## src/design/idt_pkg.sv

```systemverilog
`default_nettype none
// ----------------------------------------------------------------------------
// idt_pkg: shared types and constants of the indentation tracker
// Sizes, character codes, token kinds and the front-to-back command format.
// ----------------------------------------------------------------------------
package idt_pkg;

  localparam int STACK_DEPTH = 32;
  localparam int LINE_BITS   = 16;

  localparam int CH_W      = 8;
  localparam int TAB_W     = 4;
  localparam int COUNT_W   = 12;
  localparam int LINE_NO_W = 16;
  localparam int DEPTH_W   = 6;
  localparam int TOP_W     = $clog2(STACK_DEPTH + 1);

  localparam int QUEUE_DEPTH = 2;
  localparam int QPTR_W      = $clog2(QUEUE_DEPTH);

  localparam logic [COUNT_W-1:0] COUNT_MAX       = '1;
  localparam logic [TAB_W-1:0]   TAB_WIDTH_RESET = TAB_W'(4);

  localparam logic [CH_W-1:0] CH_EOI   = 8'h00;
  localparam logic [CH_W-1:0] CH_TAB   = 8'h09;
  localparam logic [CH_W-1:0] CH_NL    = 8'h0A;
  localparam logic [CH_W-1:0] CH_SPACE = 8'h20;
  localparam logic [CH_W-1:0] CH_HASH  = 8'h23;

  typedef logic [COUNT_W-1:0]   count_t;
  typedef logic [LINE_NO_W-1:0] line_no_t;
  typedef logic [TOP_W-1:0]     top_t;

  typedef enum logic [1:0] {
    TOK_INDENT     = 2'd0,
    TOK_DEDENT     = 2'd1,
    TOK_BAD_DEDENT = 2'd2,
    TOK_OVERFLOW   = 2'd3
  } tok_kind_t;

  // One measured line start handed from the front to the back
  typedef struct packed {
    count_t   space_count;
    line_no_t line_no;
  } cmd_t;

endpackage
`default_nettype wire

```

## src/design/idt_ram.sv

```systemverilog
`default_nettype none
// ----------------------------------------------------------------------------
// idt_ram: generic single-write, single-read RAM
// One write port and one read port with registered read data.
// ----------------------------------------------------------------------------
module idt_ram #(
  parameter int WIDTH = 8,
  parameter int DEPTH = 16
) (
  input  wire logic                     clk,
  input  wire logic                     we,
  input  wire logic [$clog2(DEPTH)-1:0] waddr,
  input  wire logic [WIDTH-1:0]         wdata,
  input  wire logic                     re,
  input  wire logic [$clog2(DEPTH)-1:0] raddr,
  output logic      [WIDTH-1:0]         rdata
);

  logic [WIDTH-1:0] mem [DEPTH];

  always_ff @(posedge clk) begin
    if (we) begin
      mem[waddr] <= wdata;
    end
    if (re) begin
      rdata <= mem[raddr];
    end
  end

endmodule
`default_nettype wire

```

## src/design/idt_front.sv

```systemverilog
`default_nettype none
// ----------------------------------------------------------------------------
// idt_front: character front end
// Accepts source bytes, counts lines, measures indentation and hands each
// significant line start to the back end as a command.
// ----------------------------------------------------------------------------
module idt_front (
  input  wire logic                      clk,
  input  wire logic                      rst,
  input  wire logic                      in_valid,
  output logic                           in_stall,
  input  wire logic [idt_pkg::CH_W-1:0]  ch,
  input  wire logic                      in_brackets,
  input  wire logic                      cfg_we,
  input  wire logic [idt_pkg::TAB_W-1:0] cfg_wdata,
  input  wire logic                      q_full,
  output logic                           push,
  output idt_pkg::cmd_t                  push_cmd
);

  typedef enum logic [1:0] {
    PH_MEASURE,
    PH_COMMENT,
    PH_BODY
  } phase_t;

  phase_t                          phase, phase_next;
  idt_pkg::count_t                 space_count, space_count_next;
  logic [idt_pkg::LINE_BITS-1:0]   line_count, line_count_next;
  logic [idt_pkg::TAB_W-1:0]       tab_width;
  logic [idt_pkg::COUNT_W:0]       sum;
  logic                            accept;

  assign in_stall = q_full;
  assign accept   = in_valid && !q_full;

  assign sum = {1'b0, space_count} +
               ((ch == idt_pkg::CH_TAB) ? (idt_pkg::COUNT_W + 1)'(tab_width)
                                        : (idt_pkg::COUNT_W + 1)'(1));

  assign push_cmd = {space_count, idt_pkg::LINE_NO_W'(line_count)};

  always_comb begin
    phase_next       = phase;
    space_count_next = space_count;
    line_count_next  = line_count;
    push             = 1'b0;
    if (accept) begin
      if (ch == idt_pkg::CH_EOI) begin
        phase_next       = PH_MEASURE;
        space_count_next = '0;
      end else if (ch == idt_pkg::CH_NL) begin
        if (line_count != '1) begin
          line_count_next = line_count + idt_pkg::LINE_BITS'(1);
        end
        phase_next       = PH_MEASURE;
        space_count_next = '0;
      end else if (phase == PH_MEASURE) begin
        if (in_brackets) begin
          // continuation line: no indentation tokens
          phase_next       = PH_BODY;
          space_count_next = '0;
        end else if (ch == idt_pkg::CH_SPACE || ch == idt_pkg::CH_TAB) begin
          space_count_next = sum[idt_pkg::COUNT_W] ? idt_pkg::COUNT_MAX
                                                   : sum[idt_pkg::COUNT_W-1:0];
        end else if (ch == idt_pkg::CH_HASH) begin
          phase_next       = PH_COMMENT;
          space_count_next = '0;
        end else begin
          push             = 1'b1;
          phase_next       = PH_BODY;
          space_count_next = '0;
        end
      end
    end
  end

  always_ff @(posedge clk) begin
    if (rst) begin
      phase       <= PH_MEASURE;
      space_count <= '0;
      line_count  <= idt_pkg::LINE_BITS'(1);
      tab_width   <= idt_pkg::TAB_WIDTH_RESET;
    end else begin
      phase       <= phase_next;
      space_count <= space_count_next;
      line_count  <= line_count_next;
      if (cfg_we) begin
        tab_width <= cfg_wdata;
      end
    end
  end

endmodule
`default_nettype wire

```

## src/design/idt_queue.sv

```systemverilog
`default_nettype none
// ----------------------------------------------------------------------------
// idt_queue: command queue between front and back
// Short FIFO of line-start commands so each side can stall on its own.
// ----------------------------------------------------------------------------
module idt_queue (
  input  wire logic          clk,
  input  wire logic          rst,
  input  wire logic          push,
  input  wire idt_pkg::cmd_t push_cmd,
  output logic               full,
  input  wire logic          pop,
  output logic               head_valid,
  output idt_pkg::cmd_t      head_cmd
);

  idt_pkg::cmd_t                  entries [idt_pkg::QUEUE_DEPTH];
  logic [idt_pkg::QPTR_W-1:0]     wr_ptr, rd_ptr;
  logic [idt_pkg::QPTR_W:0]       count;

  assign full       = (count == (idt_pkg::QPTR_W + 1)'(idt_pkg::QUEUE_DEPTH));
  assign head_valid = (count != '0);
  assign head_cmd   = entries[rd_ptr];

  always_ff @(posedge clk) begin
    if (push) begin
      entries[wr_ptr] <= push_cmd;
    end
  end

  always_ff @(posedge clk) begin
    if (rst) begin
      wr_ptr <= '0;
      rd_ptr <= '0;
      count  <= '0;
    end else begin
      if (push) begin
        wr_ptr <= wr_ptr + idt_pkg::QPTR_W'(1);
      end
      if (pop) begin
        rd_ptr <= rd_ptr + idt_pkg::QPTR_W'(1);
      end
      if (push && !pop) begin
        count <= count + (idt_pkg::QPTR_W + 1)'(1);
      end else if (!push && pop) begin
        count <= count - (idt_pkg::QPTR_W + 1)'(1);
      end
    end
  end

endmodule
`default_nettype wire

```

## src/design/idt_back.sv

```systemverilog
`default_nettype none
// ----------------------------------------------------------------------------
// idt_back: indentation stack engine
// Compares each line start with the open levels, pushes or pops the stack
// and drives the token output register.
// ----------------------------------------------------------------------------
module idt_back (
  input  wire logic                        clk,
  input  wire logic                        rst,
  input  wire logic                        q_valid,
  input  wire idt_pkg::cmd_t               q_cmd,
  output logic                             q_pop,
  output logic                             out_valid,
  input  wire logic                        out_stall,
  output idt_pkg::tok_kind_t               out_kind,
  output idt_pkg::line_no_t                out_line,
  output logic [idt_pkg::DEPTH_W-1:0]      out_depth,
  output logic                             out_last
);

  typedef enum logic [1:0] {
    S_IDLE,
    S_POP_RD,
    S_POP_EMIT,
    S_ERR
  } state_t;

  state_t             state;
  idt_pkg::top_t      top, top_dec, top_inc;
  idt_pkg::count_t    top_val, cur_sc, nv, ram_rdata;
  idt_pkg::line_no_t  cur_line;
  logic               out_free, above, below, more, err, stack_full;
  logic               ram_we, ram_re, out_load;

  assign out_free   = !out_valid || !out_stall;
  assign above      = q_cmd.space_count > top_val;
  assign below      = q_cmd.space_count < top_val;
  assign top_dec    = top - idt_pkg::TOP_W'(1);
  assign top_inc    = top + idt_pkg::TOP_W'(1);
  assign stack_full = (top == idt_pkg::TOP_W'(idt_pkg::STACK_DEPTH));
  // base level is always zero and never stored
  assign nv         = (top_dec == '0) ? '0 : ram_rdata;
  assign more       = (top_dec != '0) && (cur_sc < nv);
  assign err        = !more && (cur_sc != nv);

  assign q_pop  = (state == S_IDLE) && q_valid && (!above || out_free);
  assign ram_we = q_pop && above && !stack_full;
  assign ram_re = (state == S_POP_RD);
  // a new token enters the output register this cycle
  assign out_load = (q_pop && above) ||
                    ((state == S_POP_EMIT || state == S_ERR) && out_free);

  idt_ram #(
    .WIDTH (idt_pkg::COUNT_W),
    .DEPTH (idt_pkg::STACK_DEPTH + 1)
  ) u_stack (
    .clk   (clk),
    .we    (ram_we),
    .waddr (top_inc),
    .wdata (q_cmd.space_count),
    .re    (ram_re),
    .raddr (top_dec),
    .rdata (ram_rdata)
  );

  always_ff @(posedge clk) begin
    if (rst) begin
      state     <= S_IDLE;
      top       <= '0;
      top_val   <= '0;
      out_valid <= 1'b0;
    end else begin
      out_valid <= out_load || (out_valid && out_stall);
      unique case (state)
        S_IDLE: begin
          if (q_pop) begin
            if (above) begin
              out_line  <= q_cmd.line_no;
              out_last  <= 1'b1;
              if (stack_full) begin
                out_kind  <= idt_pkg::TOK_OVERFLOW;
                out_depth <= idt_pkg::DEPTH_W'(top);
              end else begin
                out_kind  <= idt_pkg::TOK_INDENT;
                out_depth <= idt_pkg::DEPTH_W'(top_inc);
                top       <= top_inc;
                top_val   <= q_cmd.space_count;
              end
            end else if (below) begin
              cur_sc   <= q_cmd.space_count;
              cur_line <= q_cmd.line_no;
              state    <= S_POP_RD;
            end
          end
        end
        S_POP_RD: begin
          state <= S_POP_EMIT;
        end
        S_POP_EMIT: begin
          if (out_free) begin
            out_kind  <= idt_pkg::TOK_DEDENT;
            out_line  <= cur_line;
            out_depth <= idt_pkg::DEPTH_W'(top_dec);
            out_last  <= !(more || err);
            top       <= top_dec;
            top_val   <= nv;
            if (more) begin
              state <= S_POP_RD;
            end else if (err) begin
              state <= S_ERR;
            end else begin
              state <= S_IDLE;
            end
          end
        end
        S_ERR: begin
          if (out_free) begin
            out_kind  <= idt_pkg::TOK_BAD_DEDENT;
            out_line  <= cur_line;
            out_depth <= idt_pkg::DEPTH_W'(top);
            out_last  <= 1'b1;
            state     <= S_IDLE;
          end
        end
        default: begin
          state <= S_IDLE;
        end
      endcase
    end
  end

endmodule
`default_nettype wire

```

## src/design/indent_dedent_tracker_top.sv

```systemverilog
`default_nettype none
// ----------------------------------------------------------------------------
// indent_dedent_tracker_top: indentation tracker for line-structured source
//
// Input channel: one source byte (ch) and the upstream bracket flag per
// transaction, taken when in_valid is high and in_stall is low.
// Output channel: INDENT, DEDENT, inconsistent-dedent and overflow tokens,
// one per transaction, with line number, resulting depth and a last flag
// on the final token caused by a byte. The output register lets the input
// keep going while a token waits to be taken.
// An INDENT or overflow token is loaded into the output register as its
// command leaves the queue. Each DEDENT passes S_POP_RD (registered stack
// read) and then S_POP_EMIT; an inconsistent-dedent token follows from S_ERR.
// Throughput: one byte per cycle until the two-entry command queue fills,
// then in_stall holds the input until the stack engine drains it.
// Reset (rst, synchronous): line count 1, depth 0, tab width 4, no tokens.
// A stall on the output holds the stack engine once it has a token to load;
// the front keeps taking bytes until the queue is full.
// cfg_we/cfg_wdata write the tab width; write it only while idle.
// ----------------------------------------------------------------------------
module indent_dedent_tracker_top (
  input  wire logic                             clk,
  input  wire logic                             rst,
  input  wire logic                             in_valid,
  output logic                                  in_stall,
  input  wire logic [idt_pkg::CH_W-1:0]         ch,
  input  wire logic                             in_brackets,
  output logic                                  out_valid,
  input  wire logic                             out_stall,
  output logic [1:0]                            token_kind,
  output logic [idt_pkg::LINE_NO_W-1:0]         line_no,
  output logic [idt_pkg::DEPTH_W-1:0]           new_depth,
  output logic                                  last,
  input  wire logic                             cfg_we,
  input  wire logic [idt_pkg::TAB_W-1:0]        cfg_wdata
);

  // front to queue
  logic               push, q_full;
  idt_pkg::cmd_t      push_cmd;
  // queue to back
  logic               q_valid, q_pop;
  idt_pkg::cmd_t      q_cmd;
  idt_pkg::tok_kind_t out_kind;

  // Classify bytes, count lines, measure indentation
  idt_front u_front (
    .clk         (clk),
    .rst         (rst),
    .in_valid    (in_valid),
    .in_stall    (in_stall),
    .ch          (ch),
    .in_brackets (in_brackets),
    .cfg_we      (cfg_we),
    .cfg_wdata   (cfg_wdata),
    .q_full      (q_full),
    .push        (push),
    .push_cmd    (push_cmd)
  );

  // Decouple front from stack engine
  idt_queue u_queue (
    .clk        (clk),
    .rst        (rst),
    .push       (push),
    .push_cmd   (push_cmd),
    .full       (q_full),
    .pop        (q_pop),
    .head_valid (q_valid),
    .head_cmd   (q_cmd)
  );

  // Walk the indentation stack and emit tokens
  idt_back u_back (
    .clk       (clk),
    .rst       (rst),
    .q_valid   (q_valid),
    .q_cmd     (q_cmd),
    .q_pop     (q_pop),
    .out_valid (out_valid),
    .out_stall (out_stall),
    .out_kind  (out_kind),
    .out_line  (line_no),
    .out_depth (new_depth),
    .out_last  (last)
  );

  assign token_kind = out_kind;

  // Overflow only fires with the stack full
  a_overflow_depth: assert property (@(posedge clk) disable iff (rst)
    (out_valid && out_kind == idt_pkg::TOK_OVERFLOW)
      |-> (new_depth == idt_pkg::DEPTH_W'(idt_pkg::STACK_DEPTH)))
    else $error("overflow token below full stack depth");

  // An INDENT always leaves at least one open level
  a_indent_depth: assert property (@(posedge clk) disable iff (rst)
    (out_valid && out_kind == idt_pkg::TOK_INDENT) |-> (new_depth != '0))
    else $error("indent token at base depth");

  // Error and overflow tokens always close their byte's token run
  a_error_last: assert property (@(posedge clk) disable iff (rst)
    (out_valid && (out_kind == idt_pkg::TOK_OVERFLOW ||
                   out_kind == idt_pkg::TOK_BAD_DEDENT)) |-> last)
    else $error("error token not marked last");

  // Depth never exceeds the stack size
  a_depth_range: assert property (@(posedge clk) disable iff (rst)
    out_valid |-> (new_depth <= idt_pkg::DEPTH_W'(idt_pkg::STACK_DEPTH)))
    else $error("token depth beyond stack size");

endmodule
`default_nettype wire

```

## config.mk

```make
export PLATFORM = sky130hd
export DESIGN_NAME = indent_dedent_tracker_top
export DESIGN_NICKNAME = d
export VERILOG_FILES = /design/src/design/idt_pkg.sv /design/src/design/idt_ram.sv /design/src/design/idt_front.sv /design/src/design/idt_queue.sv /design/src/design/idt_back.sv /design/src/design/indent_dedent_tracker_top.sv
export SDC_FILE = /design/constraint.sdc
export NUM_CORES = 1
export LEC_CHECK = 0
export BUFFER_PORTS_ARGS = -buffer_cell sky130_fd_sc_hd__buf_2
export CORE_AREA = 2 2 279 253
export CTS_CLUSTER_DIAMETER = 60
export DETAILED_ROUTE_END_ITERATION = 12
export DIE_AREA = 0 0 281 255
export SLEW_MARGIN = 20
export SYNTH_ARGS = -nofsm -noshare
export SYNTH_HDL_FRONTEND = slang
export SYNTH_SLANG_ARGS = --single-unit
```

## constraint.sdc

```tcl
create_clock -name clk -period 5.7 [get_ports clk]
set_input_delay 0.57 -clock clk [delete_from_list [all_inputs] [get_ports clk]]
set_output_delay 0.57 -clock clk [all_outputs]
set_load 0.01 [all_outputs]
```

Word-level counts from Yosys, hierarchy flattened --
Memory sizes are Yosys's and may differ from the RTL's. A register that Yosys moved wholly into a read port is not among the register bits. Cells that the tools add are included. Widths: inputs -> output; s select.
Storage, ports and cells: bits in registers 112, RAM bits 452, output and inout bits 27, logic and storage cells 165, memories kept 2
Memories:
- u_back.u_stack.mem | words 33, bits a word 12, read ports 1, clocked after Yosys merged registers in 1, wr ports 1, RTL line idt_ram.sv:19 | logic [WIDTH-1:0] mem [DEPTH];
- u_queue.entries | words 2, bits a word 28, read ports 1, clocked after Yosys merged registers in 1, wr ports 1, RTL line idt_queue.sv:17 | idt_pkg::cmd_t entries [idt_pkg::QUEUE_DEPTH];
Cells by class: add/sub/neg operators 8, magnitude comparators 3, eq/ne operators 20, mux-type cells 64, bitwise operators 3, reduce and logical (&&, ||, !) cells 48
Operators with widths (number):
- $mux 12 | 11
- $mux 16 | 3
- $mux 2 | 20
- $pmux 16 s2 | 1
- $mux 6 | 5
- $lt 12x12->1 | 2
- $pmux 12 s2 | 1
- $reduce_and 5->1 | 4
- $pmux 6 s3 | 1
- $mux 1 | 17
- $add 16x1->16 const B | 1
- $eq 8x4->1 const B | 2
- $eq 8x6->1 const B | 2
- $ne 16x16->1 const B | 1
- $add 12x13->13 | 1
- $gt 12x12->1 | 1
- $ne 12x12->1 | 1
- $ne 2x1->1 const B | 6
- $pmux 6 s2 | 1
- $logic_and 1x1->1 | 11
- $logic_not 1->1 | 9
- $logic_not 8->1 | 1
- $pmux 2 s4 | 1
- $reduce_and 4->1 | 2
- 24 further kinds | 41

Longest topological paths before layout --
Gate-level depths: netlist (run 1).
depth after elaboration 12, gate-level depth with buffers 17, mapped depth without buffers 13

Hierarchy --
Synthesis (run 1) repeated with hierarchy kept, for this count alone.
Second synthesis, totals: cell total of the unflattened synthesis 1565, area, all modules 24273.3 um^2
Modules (own cells, without submodules):
- idt_ram | times used 1, cells an instance 872, area each 16067.9 um^2
- idt_back | times used 1, cells an instance 350, area each 3942.5 um^2
- idt_queue | times used 1, cells an instance 109, area each 2234.6 um^2
- idt_front | times used 1, cells an instance 234, area each 2028.2 um^2

Worst setup path before layout (run 1) --
No wires, ideal clock.
path type reg-to-reg, from register (tool-made name), to memory u_back.u_stack.mem[32][0] in the netlist's numbering (enable), arrival 4.173 ns, setup slack 1.114 ns, cell stages (with the launch flop) 10, clock period less this slack 4.586 ns, cell sequence dfxtp_1 > clkbuf_1 > clkbuf_1 > mux2_2 > ha_1 > nand4_1 > o221a_2 > a211oi_2 > nand3_1 > nor4_1
RTL lines (RTL line):
- end, declared | idt_ram.sv:19

==> flow_results.org, run 1 <==
** Layout
- The library cell used most frequently in the layout, excluding fill and tap cells, is sky130_fd_sc_hd__edfxtp_1.
- After the last flow step, the layout net total stands at 1,529.
- Antenna diode instance count :: 0
- Ratio of cells with drive above 1 in the final layout :: 0.239
- Once layout is complete, the utilization of the core stands at 0.396.
- Non-filler instance count after layout :: 2,463
- Area Growth Syn to Fin :: 14.8%
- Commonest cells after routing, fill and taps aside :: sky130_fd_sc_hd__edfxtp_1, sky130_fd_sc_hd__mux4_2, sky130_fd_sc_hd__nor2_1

** CTS
- The clock reaches the later pin of the worst-skew pair after 0.63 ns.
- Buffers inserted to repair hold after CTS numbered 0.
- TritonCTS built the clock tree.
- Number of levels the H-tree was split into :: 2
- Number of CTS-inserted buffers :: 56
- The clock net in this run drives a total of around 580 sinks.
- No sink is reached through more buffers than the 3 on the longest clock path.
- Clock-pin slew was measured on the worst setup and hold paths at ~0.06 ns.
- Buffer type at the clock tree root :: sky130_fd_sc_hd__clkbuf_16
- Gates resized during post-CTS repair numbered 0.
- In this run the post-CTS setup repair buffer count came out at 0.

** Worst setup path
- The worst setup path is launched from a flip-flop.
- Nature of the critical path endpoint :: flip-flop
- Among all stages on the critical path, the largest delay is contributed by sky130_fd_sc_hd__a211oi_2.
- List of cells traversed by the critical path :: mux2_2, ha_1, nand4_1, o221a_2, a211oi_2, nand4_1, nor2_1, buf_4
- R2r worst-path depth :: 8
- Data arrival time of the critical path :: around 4.8 ns
- R2R Path End :: u_back.u_stack.mem[31][6]
- Grouping stages by cell kind, the critical path spends the most delay in compound AO/OA/AOI/OAI gates.
- Required arrival time at the worst endpoint :: 6.01 ns
- In this run the number of cells on the critical path is 8.
- Critical Path Fanout Max :: 36
- Crit path buffers/inverters :: 1
- Counting stages on the worst path, the most repeated cell is sky130_fd_sc_hd__nand4_1.
- The setup check on the worst reg-to-reg path leaves a slack of between 1 and 1.5 ns.
- The largest single stage delay on the critical path is 0.82 ns.
- The critical path in this run is classified as flip-flop to flip-flop.

** Timing
- Between clock sinks in the finished design, the worst skew comes to 0.0320 ns.
- Crit path setup slack, layout :: between 1 and 1.5 ns
- Based on the critical path, the design can be clocked at up to 0.221 GHz.
- The final hold violation count came to 0.
- Sum Neg Setup Slack :: 0 ns
- Setup violations remaining at the end of the flow were counted as 0.
- Setup repair after global routing missed its margin :: false
- The smallest clock period supported by the final layout is computed as 4.52 ns.
- Period Utilization, post-route :: 0.792
- Worst slew pin tran :: between 0.9 and 1 ns
- Max-slew violations :: 0
- Measured against its own limit, the worst slew margin works out to 0.338.

** Synthesis
- Share of cell area taken by muxes after synthesis :: 0.142
- Post-synth design cell area :: 23,900 sq um
- Synthesis-stage register bit count :: between 500 and 600
- Synthesis produced a netlist whose cell count is 1,396.
- The share of the Yosys chip area taken by registers is 0.701.
- After synthesis, the largest family of logic cells by area is multiplexers.
- Avg Cell Area, Syn :: 17.1 sq um
- Largest area contributor in the synthesized netlist :: sky130_fd_sc_hd__edfxtp_1
- Number of different library cells in the post-synthesis netlist :: 62
- The most used flip-flop cell after synthesis is sky130_fd_sc_hd__edfxtp_1.
- FFs w/ async S/R, synth :: 0
- Of the total synthesized cell area, the portion taken by AND, OR, NAND and NOR gates is 0.0665.
- The compound-cell area share of the yosys netlist came to 0.0421.
- Xor-xnor portion of the synthesized cell area :: 0.0132
- Count of synthesis-stage warnings from yosys :: 0
- When the netlist entered floorplanning its net count stood at 1,449.
- By area the synthesized netlist is led by sky130_fd_sc_hd__edfxtp_1, sky130_fd_sc_hd__mux4_2, sky130_fd_sc_hd__dfxtp_1, sky130_fd_sc_hd__mux2_2, sky130_fd_sc_hd__mux2i_1.
- Of the post-synthesis cell area, the dominant cell type holds 0.650.
- The synthesized design contains 517 enable-type register cells.
- Post-synthesis share of cell area spent on full adders, half adders and majority gates :: 0.0187

** GRT
- Summed over all layers, the global routing overflow is 0.
- The first global-routing pass estimated about 80 mm of wire.
- The number of global-route vias before repair came to 12,600.
- Entering global routing, the biggest net connects slightly below 70 pins.
- GRT Total Usage :: 0.150
- The number of antenna violations at the first check in global routing came to 1.

** Die
- Top-level I/O count :: 45
- Overall die height :: 255 um
- The floorplan step defined a die boundary enclosing 71,700 sq um.
- Placeable core region :: 69,200 sq um
- Number of placement rows :: 92
- For this configuration, the core starts out at a cell density of 0.345.
- Horizontal die dimension :: 281 um

** Hold path
- The worst hold path terminates at u_front.tab_width[2].
- Hold Path Origin :: cfg_wdata[2]
- Hold WC Path Type :: primary input to flip-flop
- Counting instances, the worst hold path has a depth of 2.

** Drt
- DRT iter0 DRCs :: 1,223
- Avg WL per Cell :: 21.6 um
- In this run the remaining antenna-violating nets after routing total 0.
- Average via count per standard cell :: between 5 and 6
- The routed design has 53.2 mm of wire.
- DR vias :: around 13,000
- Router iterations before antenna repair :: 7
- Remaining routing DRC violations :: 0

** Placement
- Post-DP HPWL :: 33.2 mm
- At the end of routability-driven placement, the weighted congestion stood at 0.814.
- # placed instances :: ~2,400
- OpenSTA, run right after detailed placement, puts the worst setup slack at 1.23 ns.
- Buffers placed on the I/O ports in this run total 44.

** Pwr
- Leakage power :: roughly 9 nW
- Worst ir drop on vdd :: 0.300 mV
- Final Power :: 12.7 mW
- For this design the ratio of total power to cell area is 464 nW/um^2.

** Flow run
- Across the run, the number of max-cap violations was 0.

** Outcome
- The flow ran to the end, and the final reports show no timing, DRC or antenna violations.
## power by group
part	switching, mW	leakage, nW	total (mW)	internal [mW]
sequential	0.188	5.20	5.35	5.16
clock	1.60	0.925	3.82	2.22
combinational	2.17	2.86	3.55	1.38
total	3.95	8.98	12.7	8.77
## sequential cells by signal (all words and copies together) (netlist names), 4 cells and up, named ones only
register              cells
u_back.cur_line          16
u_back.cur_sc            12
u_back.out_depth          6
u_back.out_line          16
u_back.top                6
u_back.top_val           12
u_back.u_stack.mem      396
u_back.u_stack.rdata     12
u_front.line_count       16
u_front.space_count      12
u_front.tab_width         4
u_queue.entries          56
## how the worst max path moves through the flow
stage	slack, ns	startpoint	endpoint
final	1.18	flip-flop	u_back.u_stack.mem[31][6]
after detailed placement	1.23	flip-flop	u_back.u_stack.mem[30][3]
after global placement	1.26	flip-flop	u_back.u_stack.mem[30][3]
after floorplan	1.11	flip-flop	u_back.u_stack.mem[32][0]
after CTS	1.22	flip-flop	u_back.u_stack.mem[30][4]
after global routing	0.87	flip-flop	u_back.u_stack.mem[31][10]
## metal layers
layer / vias up / GRT usage / share of wire
met1: 6379 / 0.219 / 0.47
met5: - / 0 / 0.00024
li1: 5679 / - / -
met3: 80 / 0.0328 / 0.065
met4: 2 / 0.0475 / 0.025
met2: 380 / 0.224 / 0.44
## area by class of cell
type,instances,area (sq um)
multi-input combinational,728,6860
tap,940,1180
timing repair buffer,93,641
inverter,20,75.1
fill,6201,41800
clock buffer,71,1530
clock inverter,34,394
sequential,577,16700
## cell usage after synthesis, types with 3 or more instances
cell                         n
sky130_fd_sc_hd__o22ai_1     3
sky130_fd_sc_hd__nor2_1     77
sky130_fd_sc_hd__nor2b_1    23
sky130_fd_sc_hd__o21ai_0    10
sky130_fd_sc_hd__xor2_1     20
sky130_fd_sc_hd__a211o_1     4
sky130_fd_sc_hd__ha_1       34
sky130_fd_sc_hd__o21ai_1    11
sky130_fd_sc_hd__o211ai_1   18
sky130_fd_sc_hd__nand4_1    25
sky130_fd_sc_hd__o31ai_1     3
sky130_fd_sc_hd__or2_2       3
sky130_fd_sc_hd__a31oi_1     8
sky130_fd_sc_hd__a211oi_1   16
sky130_fd_sc_hd__and3_1     11
sky130_fd_sc_hd__a21oi_1    52
sky130_fd_sc_hd__mux4_2    108
sky130_fd_sc_hd__inv_1      19
sky130_fd_sc_hd__buf_6       5
sky130_fd_sc_hd__clkbuf_1   38
sky130_fd_sc_hd__nand3_1    23
sky130_fd_sc_hd__nand2b_1   28
sky130_fd_sc_hd__mux2i_1    44
sky130_fd_sc_hd__buf_1       7
sky130_fd_sc_hd__nand2_1    65
sky130_fd_sc_hd__buf_2      19
sky130_fd_sc_hd__dfxtp_1    60
sky130_fd_sc_hd__or3_1       5
sky130_fd_sc_hd__and4_1      4
sky130_fd_sc_hd__a21o_1     11
sky130_fd_sc_hd__nor3_1     18
sky130_fd_sc_hd__and2_1     11
sky130_fd_sc_hd__edfxtp_1  517
sky130_fd_sc_hd__mux2_2     45
sky130_fd_sc_hd__xnor2_1    16
## cells by family after synthesis
family | after synthesis
flip-flops | 577
AND/OR/NAND/NOR | 309
multiplexers | 197
AO/OA/AOI/OAI | 151
buffers and inverters | 91
XOR/XNOR | 36
adder cells (fa/ha/maj) | 35
## metrics by stage
| stage | hold WS, ns | cell area [sq um] |
|---|---|---|
| after floorplan | 0.440 | 23900 |
| after global placement | 0.458 | 25400 |
| after CTS | 0.144 | 27300 |
| after global routing | 0.157 | 27400 |
| after detailed placement | 0.475 | 25400 |
| final | 0.171 | 27400 |
## worst reg2reg max path: stages, from the launching register on
cell	delay (ns)
sky130_fd_sc_hd__dfxtp_1	0.62
sky130_fd_sc_hd__mux2_2	0.75
sky130_fd_sc_hd__ha_1	0.50
sky130_fd_sc_hd__nand4_1	0.19
sky130_fd_sc_hd__o221a_2	0.39
sky130_fd_sc_hd__a211oi_2	0.82
sky130_fd_sc_hd__nand4_1	0.46
sky130_fd_sc_hd__nor2_1	0.24
sky130_fd_sc_hd__buf_4	0.25
No activity file was read; power rests on OpenSTA's default activity.
==> inputs of run 2 (changes only) <==
==> constraint.sdc (replaced) <==
create_clock -name clk -period 4.07 [get_ports clk]
set_input_delay 0.407 -clock clk [delete_from_list [all_inputs] [get_ports clk]]
set_output_delay 0.407 -clock clk [all_outputs]
set_load 0.01 [all_outputs]
==> flow_results.org, run 2 (synthesized netlist as in run 1, its figures left out) <==
** Layout
- The multi-input combinational cells in the finished layout cover a total of 6840 sq um.
- Design Area, Final :: 27,300 sq um
- The register with the most flip-flops in the layout has 396 of them.
- Share of the core filled with cells :: 0.395
- Leaving out fill and tap cells, the most frequent cell in the layout is sky130_fd_sc_hd__edfxtp_1.
- Across the whole layout, storage elements account for 16,700 sq um.
- Count of filler cells inserted in the layout :: 6,304
- After the last flow step, the layout net total stands at 1,551.
- Area Growth Syn to Fin :: 14.4%
- In the final layout, the share of cells above drive strength 1 is 0.241.
- Commonest cells after routing, fill and taps aside :: sky130_fd_sc_hd__edfxtp_1, sky130_fd_sc_hd__mux4_2, sky130_fd_sc_hd__nor2_1
- Largest registers in the final layout :: u_back.u_stack.mem: 396 flops, u_queue.entries: 56 flops
- Reg with most FFs :: u_back.u_stack.mem
- The repair_antennas step left the layout with diodes totalling 0.

** CTS
- The clock passes through at most 3 buffers.
- Post CTS Setup Buffer Count :: 0
- In this run the number of H-tree levels came out at 2.
- Number of CTS-inserted buffers :: 56
- The cell sitting at the root of the clock tree is a sky130_fd_sc_hd__clkbuf_16.
- The clock reaches the later pin of the worst-skew pair after 0.62 ns.
- The tree built by TritonCTS fans out to 577 sinks.
- TritonCTS built the clock tree.
- After clock tree synthesis, the clock-pin slew on the worst setup and hold paths is 0.06 ns.

** Placement
- Summing all placed instances gives a cell area of 25,600 sq um.
- Total of buffers placed on input and output ports :: 44
- The HPWL after detailed placement is 33.4 mm.
- Global placer's final weighted congestion :: between 0.8 and 0.9

** Worst setup path
- STA classifies the critical path startpoint as a flip-flop.
- R2r setup slk :: 0.40 ns
- Required arrival time at the worst endpoint :: 4.37 ns
- The worst setup path is of the flip-flop to flip-flop kind.
- Data arrival time of the critical path :: 3.97 ns
- R2r worst-path depth :: 9
- Nature of the critical path endpoint :: flip-flop
- Along the worst path, the maximum fanout reaches 13.

** GRT
- GRT Total Usage :: 0.150
- The number of global-route vias before repair came to between 10,000 and 15,000.
- Number of antenna violations at the first check in global routing :: 0
- Entering global routing, the biggest net connects 86 pins.
- Wire length of the first global-routing pass :: 80.2 mm
- Overflow left after global routing :: 0

** Drt
- Router iterations before antenna repair :: 5
- For this block, the routed nets add up to 53.7 mm of wire.
- Dividing the detail-routed via count by the number of cells gives between 5 and 6.
- Detailed routing inserted a total of 12,700 vias.
- The count of nets left with antenna violations once routing finished came out at 0.
- Remaining routing DRC violations :: 0
- DRT iter0 DRCs :: 1,333
- Avg WL per Cell :: 21.6 um

** Pwr
- The share of total power dissipated in combinational logic is 0.291.
- VDD sags by at most 0.479 mV.
- Of the total power, the share spent switching nets is 0.318.
- Leakage power :: 8.98 nW
- Power density relative to cell area :: 636 nW/um^2
- The share of total power dissipated in sequential elements is 0.430.
- Clk pwr share :: 0.279
- For this design the total switching power over the nets is about 5.5 mW.
- Internal power comes to 11.8 mW.

** Timing
- The worst path needs 3.67 ns of the cycle, external delays included.
- Setup repair after global routing left no endpoint under its margin.
- Normalized max-slew margin :: 0.292
- Period Utilization, post-route :: 0.902
- For the final routed database, the setup TNS stands at 0 ns.
- Max-slew violations :: 0
- Worst slew pin tran :: approximately 1.1 ns
- Final hold analysis gives a worst-case slack of 0.0357 ns.
- Setup violations remaining at the end of the flow were counted as 0.
- Clock Skews :: 0.0199 ns
- The final hold violation count came to 0.
- Highest Clock Rate :: 0.272 GHz

** Hold path
- The worst hold path begins at cfg_wdata[3].
- Hold WC Path Type :: primary input to flip-flop
- Number of cells on the worst hold path :: 3

** Die
- The floorplan step defined a die boundary enclosing 71,700 sq um.
- 45 I/O pins were placed.
- From left edge to right edge, the die measures 281 um.
- Number of placement rows :: 92
- Initial Util :: 0.345
- Overall die height :: 255 um
- The total area inside the core boundary comes to 69,200 sq um.

** Outcome
- The run finished with clean final reports.

** Flow run
- Max-cap violations in this run came to 0.
## run 2: metal layers
layer | wire [um] | global-route usage
met1 | 23800 | 0.207
met2 | 25200 | 0.240
met3 | 3350 | 0.0319
met4 | 1230 | 0.0431
met5 | 0 | 0
## run 2: worst paths after layout
kind / endpoint
max: u_back.u_stack.mem[31][6]
min: u_front.tab_width[3]
max reg2reg: u_back.u_stack.mem[31][6]
min reg2reg: u_queue.entries[1][23]
## run 2: timing repair
action | in CTS | in global routing
endpoints found under the hold margin | 2 | 0
resized for setup | 0 | 0
endpoints found under the setup margin | 0 | 0
hold buffers | 2 | 0
## run 2: power groups by stage
stage / sequential (mW) / clock [mW] / combinational (mW)
3_5_place_dp: 7.57 / 0 / 5.08
5_1_grt: 7.50 / 5.16 / 5.44
4_1_cts: 7.46 / 4.95 / 5.10
6_report: 7.46 / 4.84 / 5.06
2_1_floorplan: 7.49 / 0 / 3.36
3_3_place_gp: 7.56 / 0 / 5.01
## run 2: cell type report
| cell class | count | share of cell area |
|---|---|---|
| Clock buffer | 67 | 0.0532 |
| Clock inverter | 35 | 0.00880 |
| Inverter | 20 | 0.00275 |
| Multi-Input combinational cell | 728 | 0.250 |
| Sequential cell | 577 | 0.613 |
| Tap cell | 940 | 0.0431 |
| Timing Repair Buffer | 115 | 0.0291 |
## run 2: critical path, stage by stage, from the launching register on
cell	delay, ns
sky130_fd_sc_hd__dfxtp_1	0.67
sky130_fd_sc_hd__mux2_2	0.42
sky130_fd_sc_hd__ha_1	0.32
sky130_fd_sc_hd__nand4_1	0.19
sky130_fd_sc_hd__o221a_2	0.39
sky130_fd_sc_hd__a211oi_2	0.31
sky130_fd_sc_hd__buf_4	0.23
sky130_fd_sc_hd__nand4_1	0.32
sky130_fd_sc_hd__nor2_1	0.24
sky130_fd_sc_hd__buf_4	0.24
## run 2: stage by stage
| step | std cells | power, mW | worst slack (ns) |
|---|---|---|---|
| after detailed placement | 2378 | 12.7 | 0.410 |
| final | 2482 | 17.4 | 0.397 |
| after CTS | 2482 | 17.5 | 0.378 |
| after global routing | 2482 | 18.1 | 0.130 |
| after global placement | 2378 | 12.6 | 0.481 |
| after floorplan | 1396 | 10.8 | 0.0177 |
==> inputs of run 3 (changes only) <==
--- a/config.mk
+++ b/config.mk
@@ -5,11 +5,12 @@
 export SDC_FILE = /design/constraint.sdc
 export NUM_CORES = 1
 export LEC_CHECK = 0
+export ABC_AREA = 0
 export BUFFER_PORTS_ARGS = -buffer_cell sky130_fd_sc_hd__buf_2
-export CORE_AREA = 2 2 279 253
+export CORE_AREA = 2 2 265 267
 export CTS_CLUSTER_DIAMETER = 60
 export DETAILED_ROUTE_END_ITERATION = 12
-export DIE_AREA = 0 0 281 255
+export DIE_AREA = 0 0 267 269
 export SLEW_MARGIN = 20
 export SYNTH_ARGS = -nofsm -noshare
 export SYNTH_HDL_FRONTEND = slang
==> flow_results.org, run 3 (synthesized netlist as in run 1, its figures left out) <==
** Worst setup path
- For this run, the slowest stage of the critical path takes 0.63 ns.
- Counting both buffers and inverters, the worst setup path holds a total of 1.
- Data on the critical path is required at its endpoint by 4.34 ns.
- Most prevalent standard cell on the critical path :: sky130_fd_sc_hd__nand4_1
- Cell type of the slowest stage on the worst timing path :: sky130_fd_sc_hd__a211oi_4
- Of all nets on the critical path, the largest fanout is 13.
- Nature of the critical path endpoint :: flip-flop
- List of cells traversed by the critical path :: mux2_2, ha_1, nand4_1, a211o_1, a211oi_4, nand4_1, nor2_1, buf_4
- Data arrival time of the critical path :: 4.01 ns
- Category of the most critical setup path :: flip-flop to flip-flop
- Kind of cell adding the most delay to the critical path :: compound AO/OA/AOI/OAI gates
- The worst setup path is launched from a flip-flop.

** Drt
- The detail route stage leaves a number of antenna-violating nets equal to 0.
- For this run, design rule violations remaining after detail routing come to 0.
- DRT iter0 DRCs :: 1,140
- Avg WL per Cell :: 21.7 um
- After detailed routing, the total wire length is about 54 mm.
- Router iterations before antenna repair :: 5
- DR vias :: 12,700
- Using the TritonRoute via totals, the vias-per-cell ratio works out to 5.11.

** Layout
- The register with the most flip-flops in the layout has 396 of them.
- Largest registers in the final layout :: u_back.u_stack.mem: 396 flops, u_queue.entries: 56 flops
- The top cell types in the final layout, fill and taps aside, are sky130_fd_sc_hd__edfxtp_1, sky130_fd_sc_hd__mux4_2, sky130_fd_sc_hd__nor2_1.
- Relative to the synthesized area, the layout overhead comes to 14.8%.
- The finished cells cover between 20,000 and 30,000 sq um.
- Number of nets in the final layout :: roughly 1,500
- Total area of multi-input combinational cells :: just under 7000 sq um
- Ratio of cells with drive above 1 in the final layout :: 0.242
- Count of filler cells inserted in the layout :: 6,258
- The register with the most flip-flops in the final layout is u_back.u_stack.mem.
- Antenna diode instance count :: 0
- For this run, the number of standard cells in the final layout without fillers is 2,479.
- Register area :: 16,700 sq um
- The library cell used most frequently in the layout, excluding fill and tap cells, is sky130_fd_sc_hd__edfxtp_1.

** GRT
- Number of global-route vias before repair :: 12,900
- For met2 alone, demand over resource in global routing was 0.242.
- GRT Total Usage :: 0.152
- Met1 capacity usage during global routing :: 0.211
- Entering global routing, the biggest net connects 109 pins.
- The first global-routing pass estimated 81.7 mm of wire.
- In this run the most used layer during global routing was met2.
- Global routing met3 resource utilization :: 0.0324
- Summed over all layers, the global routing overflow is 0.
- The number of antenna violations at the first check in global routing is 1.

** Timing
- Shortest clock period the worst path allows after layout :: 3.74 ns
- Setup repair after global routing left no endpoint under its margin.
- Period Utilization, post-route :: 0.918
- The number of max-slew violations in the final report was 0.
- The final hold violation count came to 0.
- Worst slew pin tran :: around 1 ns
- Across all setup checks in the final design, the least slack found is 0.335 ns.
- Final Setup Violations :: 0
- Clock Skews :: 0.0424 ns
- Sum Neg Setup Slack :: 0 ns
- Timing would allow up to 0.268 GHz.
- Measured against its own limit, the worst slew margin works out to 0.316.

** Hold path
- The min-delay analysis places its worst path in the category primary input to flip-flop.

** Die
- Top-level I/O count :: 45
- The die is 267 um wide.
- Placeable core region :: ~69,000 sq um
- Area of the die :: 71,800 sq um
- The initialized floorplan defines 97 standard-cell rows.
- Initial Util :: 0.344
- Measured along the y axis, the die boundary spans between 200 and 300 um.

** Placement
- Routability-driven placement finished with a final weighted congestion of 0.814.
- # placed instances :: between 2,000 and 2,500
- Input and output buffers added on the ports amount to 44.
- After detailed placement, the total cell area comes to 25,500 sq um.
- Setup slack after placement :: -0.00866 ns
- Detailed placement ended at an HPWL of ~34 mm.

** CTS
- Clock tree synthesis inserted a total of 55 buffers.
- CTS sink cnt :: 577
- Buffer type at the clock tree root :: sky130_fd_sc_hd__clkbuf_16
- TritonCTS clock tree :: yes
- Clock-pin slew on the worst setup and hold paths :: approximately 0.060 ns
- Clk Latency, worst-skew pair :: 0.62 ns
- Number of levels the H-tree was split into :: 2
- The clock passes through at most 3 buffers.

** Pwr
- Leakage power :: 9.01 nW
- In this run the power density over the cells is 642 nW/um^2.
- After layout, the design draws a total of approximately 18 mW.
- Worst ir drop on vdd :: between 0.5 and 0.6 mV

** Flow run
- Max-cap violations in this run came to 0.

** Outcome
- The run finished with clean final reports.
run 3: final cells by class:
cell class,count,share of cell area
Clock inverter,32,0.0120
Sequential cell,577,0.611
Inverter,20,0.00274
Timing Repair Buffer,111,0.0276
Tap cell,940,0.0429
Clock buffer,71,0.0543
Multi-Input combinational cell,728,0.250
run 3: timing repair:
item                                    CTS  global route
endpoints found under the setup margin   12            35
hold buffers                              3             0
endpoints found under the hold margin     3             0
gates resized for setup                   1             2
setup buffers                             0             0
run 3: final timing paths:
path / from / cells after the start / slack (ns) / to
worst max-delay path: flip-flop / 8 / 0.33 / u_back.u_stack.mem[26][9]
worst min-delay path: cfg_wdata[1] / 3 / 0.04 / u_front.tab_width[1]
worst max register to register: flip-flop / 8 / 0.33 / u_back.u_stack.mem[26][9]
worst min register to register: u_front.phase[0] / 2 / 0.48 / u_front.phase[0]
run 3: stage by stage:
step	utilization	hold WS, ns
CTS	0.395	0.00174
global route	0.395	0.0492
detailed placement	0.369	0.473
finish	0.395	0.0375
global placement	0.369	0.460
floorplan	-	0.440
run 3: tightest hold or removal path, stage by stage:
cell	delay (ns)
sky130_fd_sc_hd__buf_2	0.08
sky130_fd_sc_hd__mux2i_1	0.06
sky130_fd_sc_hd__nor2_1	0.08
run 3: per-layer routing:
layer,vias to the layer above,wire length (um)
li1,5708,-
met1,6517,23900
met5,-,0
met4,0,1110
met3,75,3250
met2,374,25400
run 3: where the power goes:
part | total (mW) | internal, mW | switching (mW)
clock network | 5.15 | 2.96 | 2.19
registers | 7.47 | 7.22 | 0.249
logic | 4.97 | 1.92 | 3.04
total | 17.6 | 12.1 | 5.48
